`src/hw/rtl/bhpw_pkg.sv`:
```
`timescale 1ns / 1ps

package bhpw_pkg;

    localparam int DEBOUNCE_W = 16;
    localparam int HOLD_W     = 24;
    localparam int CFG_DATA_W = 24;
    localparam int CFG_IDX_W  = 3;

    localparam logic [DEBOUNCE_W-1:0] SINCE_MAX = '1;

    typedef enum logic [CFG_IDX_W-1:0] {
        REG_BUTTON_ENABLE    = 3'd0,
        REG_ACTIVE_LOW       = 3'd1,
        REG_DEBOUNCE_TICKS   = 3'd2,
        REG_OPEN_HOLD_TICKS  = 3'd3,
        REG_CLEAR_HOLD_TICKS = 3'd4,
        REG_WINDOW_TICKS     = 3'd5
    } reg_index_t;

    typedef struct packed {
        logic button_level;
        logic pair_request;
        logic clear_request;
    } tick_word_t;

    typedef struct packed {
        logic stable_pressed;
        logic window_open;
        logic window_started;
        logic clear_hosts;
    } result_word_t;

    typedef struct packed {
        logic                  button_enable;
        logic                  active_low;
        logic [DEBOUNCE_W-1:0] debounce_ticks;
        logic [HOLD_W-1:0]     open_hold_ticks;
        logic [HOLD_W-1:0]     clear_hold_ticks;
        logic [HOLD_W-1:0]     window_ticks;
    } cfg_regs_t;

endpackage

```
`src/hw/rtl/button_hold_pairing_window.sv`:
```
`timescale 1ns / 1ps

// debounced long-press detector with a timed pairing window
// tick channel: one word per timer tick (raw button level, pair and clear
//   requests), taken when tick_valid is high and tick_stall is low
// result channel: one word per tick (debounced state, window open, window
//   started pulse, clear-hosts pulse), taken when result_valid is high and
//   result_stall is low
// cfg channel: register index and data, written when cfg_valid and cfg_ready;
//   cfg_ready is always high, writes are meant only while the block is idle
// result timing: the result word is registered and appears in the cycle after its tick is taken
// throughput: one tick per cycle while tick_stall is low; all state update is
//   combinational counter and compare logic in front of the result register
// stall: tick_stall rises only while a result is held and result_stall is
//   high; the next tick is taken in the same cycle the held result leaves
// reset: config registers return to their defaults, the button reads as
//   released, the window is closed and the result register is empty
module button_hold_pairing_window
#(
    parameter int COUNT_WIDTH = 24
)
(
    input  logic                            clk,
    input  logic                            rst_n,
    input  logic                            tick_valid,
    output logic                            tick_stall,
    input  bhpw_pkg::tick_word_t            tick_word,
    output logic                            result_valid,
    input  logic                            result_stall,
    output bhpw_pkg::result_word_t          result_word,
    input  logic                            cfg_valid,
    output logic                            cfg_ready,
    input  logic [bhpw_pkg::CFG_IDX_W-1:0]  cfg_index,
    input  logic [bhpw_pkg::CFG_DATA_W-1:0] cfg_data
);
    import bhpw_pkg::*;

    cfg_regs_t    cfg_regs;
    result_word_t core_result;
    result_word_t result_word_reg;
    logic         result_valid_reg, result_valid_next;
    logic         accept;

    assign tick_stall = result_valid_reg && result_stall;
    assign accept     = tick_valid && !tick_stall;

    bhpw_cfg u_cfg
    (
        .clk       (clk),
        .rst_n     (rst_n),
        .cfg_valid (cfg_valid),
        .cfg_ready (cfg_ready),
        .cfg_index (cfg_index),
        .cfg_data  (cfg_data),
        .cfg_regs  (cfg_regs)
    );

    bhpw_core #(
        .COUNT_WIDTH (COUNT_WIDTH)
    ) u_core
    (
        .clk    (clk),
        .rst_n  (rst_n),
        .accept (accept),
        .tick   (tick_word),
        .cfg    (cfg_regs),
        .result (core_result)
    );

    always_comb
    begin
        if (accept)
            result_valid_next = 1'b1;
        else if (!result_stall)
            result_valid_next = 1'b0;
        else
            result_valid_next = result_valid_reg;
    end

    always_ff @(posedge clk or negedge rst_n)
    begin
        if (!rst_n)
            result_valid_reg <= 1'b0;
        else
            result_valid_reg <= result_valid_next;
    end

    always_ff @(posedge clk)
    begin
        if (accept)
            result_word_reg <= core_result;
    end

    assign result_valid = result_valid_reg;
    assign result_word  = result_word_reg;

    a_tick_gives_result: assert property (@(posedge clk) disable iff (!rst_n)
        accept |=> result_valid)
        else $error("accepted tick produced no result word");

    a_empty_never_stalls: assert property (@(posedge clk) disable iff (!rst_n)
        !result_valid |-> !tick_stall)
        else $error("tick channel stalled with empty result register");

    a_held_result_kept: assert property (@(posedge clk) disable iff (!rst_n)
        result_valid && result_stall |=> result_valid && !$past(accept))
        else $error("stalled result word lost or overwritten");

endmodule

```
`src/hw/rtl/bhpw_cfg.sv`:
```
`timescale 1ns / 1ps

module bhpw_cfg
(
    input  logic                                clk,
    input  logic                                rst_n,
    input  logic                                cfg_valid,
    output logic                                cfg_ready,
    input  logic [bhpw_pkg::CFG_IDX_W-1:0]      cfg_index,
    input  logic [bhpw_pkg::CFG_DATA_W-1:0]     cfg_data,
    output bhpw_pkg::cfg_regs_t                 cfg_regs
);
    import bhpw_pkg::*;

    cfg_regs_t regs_reg;

    assign cfg_ready = 1'b1;
    assign cfg_regs  = regs_reg;

    always_ff @(posedge clk or negedge rst_n)
    begin
        if (!rst_n)
        begin
            regs_reg.button_enable    <= 1'b1;
            regs_reg.active_low       <= 1'b1;
            regs_reg.debounce_ticks   <= DEBOUNCE_W'(30);
            regs_reg.open_hold_ticks  <= HOLD_W'(3000);
            regs_reg.clear_hold_ticks <= HOLD_W'(10000);
            regs_reg.window_ticks     <= HOLD_W'(60000);
        end
        else if (cfg_valid && cfg_ready)
        begin
            case (reg_index_t'(cfg_index))
                REG_BUTTON_ENABLE:    regs_reg.button_enable    <= cfg_data[0];
                REG_ACTIVE_LOW:       regs_reg.active_low       <= cfg_data[0];
                REG_DEBOUNCE_TICKS:   regs_reg.debounce_ticks   <= cfg_data[DEBOUNCE_W-1:0];
                REG_OPEN_HOLD_TICKS:  regs_reg.open_hold_ticks  <= cfg_data[HOLD_W-1:0];
                REG_CLEAR_HOLD_TICKS: regs_reg.clear_hold_ticks <= cfg_data[HOLD_W-1:0];
                REG_WINDOW_TICKS:     regs_reg.window_ticks     <= cfg_data[HOLD_W-1:0];
                default: ;
            endcase
        end
    end

endmodule

```
`src/hw/rtl/bhpw_core.sv`:
```
`timescale 1ns / 1ps

module bhpw_core
#(
    parameter int COUNT_WIDTH = 24
)
(
    input  logic                   clk,
    input  logic                   rst_n,
    input  logic                   accept,
    input  bhpw_pkg::tick_word_t   tick,
    input  bhpw_pkg::cfg_regs_t    cfg,
    output bhpw_pkg::result_word_t result
);
    import bhpw_pkg::*;

    localparam int CMP_W = (COUNT_WIDTH > HOLD_W) ? COUNT_WIDTH : HOLD_W;
    localparam logic [COUNT_WIDTH-1:0] COUNT_MAX = '1;

    logic                   db_reg, db_next;
    logic [DEBOUNCE_W-1:0]  since_reg, since_next;
    logic [COUNT_WIDTH-1:0] held_reg, held_next;
    logic                   open_done_reg, open_done_next;
    logic                   clear_done_reg, clear_done_next;
    logic [COUNT_WIDTH-1:0] win_reg, win_next;

    logic                   pressed;
    logic                   started;
    logic                   clear_pulse;
    logic [COUNT_WIDTH-1:0] win_load;
    logic [CMP_W-1:0]       held_ext;

    always_comb
    begin
        if (CMP_W'(cfg.window_ticks) > CMP_W'(COUNT_MAX))
            win_load = COUNT_MAX;
        else
            win_load = COUNT_WIDTH'(cfg.window_ticks);
    end

    always_comb
    begin
        started     = 1'b0;
        clear_pulse = 1'b0;
        pressed     = cfg.active_low ? ~tick.button_level : tick.button_level;

        win_next        = (win_reg != '0) ? win_reg - 1'b1 : win_reg;
        since_next      = (since_reg != SINCE_MAX) ? since_reg + 1'b1 : since_reg;
        held_next       = (db_reg && held_reg != COUNT_MAX) ? held_reg + 1'b1 : held_reg;
        db_next         = db_reg;
        open_done_next  = open_done_reg;
        clear_done_next = clear_done_reg;

        if (!cfg.button_enable)
        begin
            db_next         = 1'b0;
            held_next       = '0;
            open_done_next  = 1'b0;
            clear_done_next = 1'b0;
        end
        else
        begin
            if (pressed != db_reg && since_next >= cfg.debounce_ticks)
            begin
                db_next         = pressed;
                since_next      = '0;
                held_next       = '0;
                open_done_next  = 1'b0;
                clear_done_next = 1'b0;
            end
        end

        held_ext = CMP_W'(held_next);

        if (cfg.button_enable && db_next)
        begin
            if (held_ext >= CMP_W'(cfg.clear_hold_ticks) && !clear_done_next)
            begin
                clear_pulse     = 1'b1;
                started         = 1'b1;
                clear_done_next = 1'b1;
            end
            else if (held_ext >= CMP_W'(cfg.open_hold_ticks) && !open_done_next)
            begin
                started        = 1'b1;
                open_done_next = 1'b1;
            end
        end

        if (tick.pair_request)
            started = 1'b1;
        if (tick.clear_request)
        begin
            clear_pulse = 1'b1;
            started     = 1'b1;
        end
        if (started)
            win_next = win_load;

        result.stable_pressed = db_next;
        result.window_open    = (win_next != '0);
        result.window_started = started;
        result.clear_hosts    = clear_pulse;
    end

    always_ff @(posedge clk or negedge rst_n)
    begin
        if (!rst_n)
        begin
            db_reg         <= 1'b0;
            since_reg      <= SINCE_MAX;
            held_reg       <= '0;
            open_done_reg  <= 1'b0;
            clear_done_reg <= 1'b0;
            win_reg        <= '0;
        end
        else if (accept)
        begin
            db_reg         <= db_next;
            since_reg      <= since_next;
            held_reg       <= held_next;
            open_done_reg  <= open_done_next;
            clear_done_reg <= clear_done_next;
            win_reg        <= win_next;
        end
    end

    a_disabled_releases: assert property (@(posedge clk) disable iff (!rst_n)
        accept && !cfg.button_enable |=> !db_reg && held_reg == '0)
        else $error("button disabled but debounced state not released");

    a_clear_starts_window: assert property (@(posedge clk) disable iff (!rst_n)
        accept && result.clear_hosts |-> result.window_started)
        else $error("clear pulse without window start");

    a_window_loaded: assert property (@(posedge clk) disable iff (!rst_n)
        accept && started |=> win_reg == $past(win_load))
        else $error("window count not loaded on start");

    a_debounce_hold: assert property (@(posedge clk) disable iff (!rst_n)
        accept && cfg.button_enable && db_next != db_reg |=> since_reg == '0)
        else $error("accepted level change did not restart debounce timer");

endmodule
```
`config.mk`:
```
export PLATFORM = sky130hd
export DESIGN_NAME = button_hold_pairing_window
export DESIGN_NICKNAME = d
export VERILOG_FILES = /design/src/hw/rtl/bhpw_pkg.sv /design/src/hw/rtl/button_hold_pairing_window.sv /design/src/hw/rtl/bhpw_cfg.sv /design/src/hw/rtl/bhpw_core.sv
export SDC_FILE = /design/constraint.sdc
export NUM_CORES = 1
export LEC_CHECK = 0
export BUFFER_PORTS_ARGS = -buffer_cell sky130_fd_sc_hd__clkbuf_2
export CAP_MARGIN = 20
export CORE_MARGIN = 5
export CORE_UTILIZATION = 50
export DETAILED_ROUTE_END_ITERATION = 10
export GPL_ROUTABILITY_DRIVEN = 0
export PLACE_DENSITY_LB_ADDON = 0.12
export SYNTH_ARGS = -nofsm -noshare
export SYNTH_HDL_FRONTEND = slang
export SYNTH_SLANG_ARGS = --single-unit
```
`constraint.sdc`:
```
create_clock -name clk -period 7.1 [get_ports clk]
set_input_delay 1.42 -clock clk [delete_from_list [all_inputs] [get_ports clk]]
set_output_delay 1.42 -clock clk [all_outputs]
set_load 0.02 [all_outputs]
```
==> results.json <==
{
  "crit_type": "register to register",
  "diodes": 0,
  "status": "complete, no violations",
  "fin_cells": 1385,
  "clock_latency_ps": 430,
  "syn_inst": 1089,
  "regArea_um2": 4130,
  "drcViolationCount": 0,
  "dp_hpwl_um": 17800,
  "cts.root.buffer_cell": "clkbuf_16",
  "io_buffers": 40,
  "grt_remaining_overflow": 0,
  "ff2ff_setup_slack_ps": 650,
  "tritoncts": "built",
  "antenna_found_initial": 0,
  "core_area_um2": 19500,
  "worst_slack_ps": 647,
  "ys_warn_count": 0,
  "tightest_slew_ps": 1000,
  "ys_seq_area_share_pct": 41.6,
  "leakage_nw": 4.68,
  "ys_top_cells_by_area": "dfrtp_1, dfstp_2, ha_1",
  "min_path_type": "register to register",
  "cp.required_ps": 7420,
  "maxCapViolations": 0,
  "vias": 7928,
  "grt_max_degree": 91,
  "synth_edf_count": 4,
  "powerDensity_nw_per_um2": 256,
  "finalSetupTns_ps": 0,
  "max_freq_mhz": 155,
  "start_kind": "register",
  "grt_first_pass_wirelength_um": 40700,
  "netlist_top_cells_count": "nand2_1, dfrtp_1, inv_1, o21ai_0, ha_1",
  "power_mw": 2.80,
  "multi_input_area_um2": 5290,
  "grt_pass1_vias": 7597,
  "fp-row-count": 51,
  "async_flop_share_pct": 97.5,
  "synth_seq_cells": 162,
  "period_share_pct": 90.9,
  "synth_top_area_share_pct": 29.5,
  "maxSlewViolCount": 0,
  "dp_cells": 1350,
  "start_util_pct": 50.8,
  "fillers": 1819,
  "final_nets": 1210,
  "critPathMaxFanout": 33,
  "wl_per_cell_um": 17.8,
  "critPathArrivalTime_ps": 6770,
  "dieHeight_um": 151,
  "clk_pin_slew_ps": 70,
  "numCtsBuffers": 17,
  "drtIter0Drc": 637,
  "ir_worst_vdd_uv": 177,
  "worst_setup_path_end_kind": "register",
  "synth_cell_type_count": 72,
  "cts_sinks": 162,
  "syn_avg_cell_area_um2": 9.11,
  "finalSetupViolations": 0,
  "rsz0062_at_grt": "false",
  "pin_count": 42,
  "syn_to_final_growth_pct": 10.4,
  "syn-num-nets": 1192,
  "synth_most_common_cell": "nand2_1",
  "ant_nets": 0,
  "grt_usage_pct": 22.7,
  "cts_buffer_depth": 2,
  "htree_levels": 4,
  "min_period_ps": 6450,
  "syn-cell-area_um2": 9920,
  "maxSlewHeadroom_pct": 33.4,
  "fp.dieW_um": 151,
  "pre_cts_ws_ps": 196,
  "routed_wl_um": 24600,
  "hold_violations": 0,
  "final_layout_size_suffix_gt1_share_pct": 18.0,
  "die_area_um2": 22800,
  "skew_ps": 8.97,
  "largest_reg_flops": 90,
  "drt-pass1-iter-count": 5,
  "vias_per_cell": 5.72,
  "yosys_most_used_dff": "dfrtp_1",
  "synth.largest_area_cell": "dfrtp_1"
}
[metal layers]
| metal | share of wire (%) | wire (um) | GRT usage, % | up-vias |
|---|---|---|---|---|
| met1 | 50 | 12300 | 34.1 | 3827 |
| li1 | - | - | - | 3922 |
| met5 | 0 | 0 | 0 | - |
| met3 | 4.4 | 1090 | 3.02 | 21 |
| met4 | 1.2 | 300 | 5.08 | 0 |
| met2 | 44 | 10900 | 34.9 | 158 |
[repair_timing]
item,4_1_cts,5_1_grt
endpoints found under the setup margin,0,24
setup buffers,0,3
gates resized for setup,0,4
hold buffers,0,0
[worst max-delay path, stage by stage (launching register included)]
cell and delay, ps:
dfstp_2 590, and4_1 260, and4_1 240, nand4_1 130, or2_2 370, and3_1 260, nand3_1 140, xnor2_1 90
ha_1 270, nand2_1 80, nor4_1 270, a32oi_1 170, a21oi_1 170, buf_4 160, nand2b_1 130, buf_4 240
nor2_1 120, ha_1 330, nand4_1 110, a211oi_1 220, o21ai_0 260, a2111oi_2 450, o22ai_1 180, o21bai_2 210
buf_4 390, o31ai_1 140, a221o_1 370
[cell type report]
| cell class | instances | area share, % |
|---|---|---|
| inverter | 77 | 2.64 |
| sequential | 162 | 37.7 |
| multi-input combinational | 791 | 48.4 |
| tap | 265 | 3.03 |
| clock inverter | 15 | 1.28 |
| timing repair buffer | 58 | 3.12 |
| clock buffer | 17 | 3.89 |
[cells in the final DEF, fill, tap and decap left out, types with 8 or more instances in the layout]
cell type / n
a211o_1: 14
a21oi_1: 32
a22o_1: 12
and3_1: 8
and4_1: 8
buf_4: 18
clkbuf_16: 17
clkbuf_2: 39
dfrtp_1: 117
dfstp_2: 41
ha_1: 68
inv_1: 76
mux2_2: 53
nand2_1: 176
nand2b_1: 9
nand3_1: 25
nand4_1: 16
nor2_1: 65
nor3_1: 25
nor4_1: 16
o211ai_1: 20
o21ai_0: 74
o31ai_1: 31
or3_1: 20
xnor2_1: 21
xor2_1: 18
[power by group]
part / total [mW] / internal (mW) / leakage (nW) / switching (mW)
Combinational: 0.635 / 0.265 / 2.47 / 0.370
Clock: 0.898 / 0.467 / 0.278 / 0.431
Sequential: 1.27 / 1.11 / 1.93 / 0.154
[per-stage QoR]
| step | utilization [%] | hold WS, ps | instance area, um^2 |
|---|---|---|---|
| 6_report | 56.1 | 509 | 10900 |
| 5_1_grt | 56.1 | 529 | 10900 |
| 4_1_cts | 55.9 | 510 | 10900 |
| 3_5_place_dp | 53.0 | 494 | 10300 |
| 3_3_place_gp | 53.0 | 474 | 10300 |
| 2_1_floorplan | - | 448 | 9920 |
[logic make-up (layout without fill, tap and decap cells)]
| group | after synthesis | after routing | synth area share (%) |
|---|---|---|---|
| muxes | 55 | 55 | 6.27 |
| other | 1 | 1 | 0.0378 |
| and+or+nand+nor | 400 | 400 | 19.3 |
| AOI/OAI and AO/OA | 228 | 228 | 15.4 |
| buffers and inverters | 136 | 167 | 5.32 |
| DFF | 162 | 162 | 41.6 |
| xor gates and xnor gates | 39 | 39 | 3.44 |
| adders and majority gates | 68 | 68 | 8.58 |
[final timing paths]
check,from,to,cells after the start
max in group asynchronous,rst_n,u_cfg.cfg_regs[83],2
setup / recovery,u_core.since_reg[3],u_core.win_reg[17],26
min in group asynchronous,rst_n,u_cfg.cfg_regs[42],1
hold / removal,u_cfg.cfg_regs[63],u_cfg.cfg_regs[63],1
hold reg to reg,u_cfg.cfg_regs[63],u_cfg.cfg_regs[63],1
setup reg to reg,u_core.since_reg[3],u_core.win_reg[17],26
No activity file was read; power rests on OpenSTA's default activity.
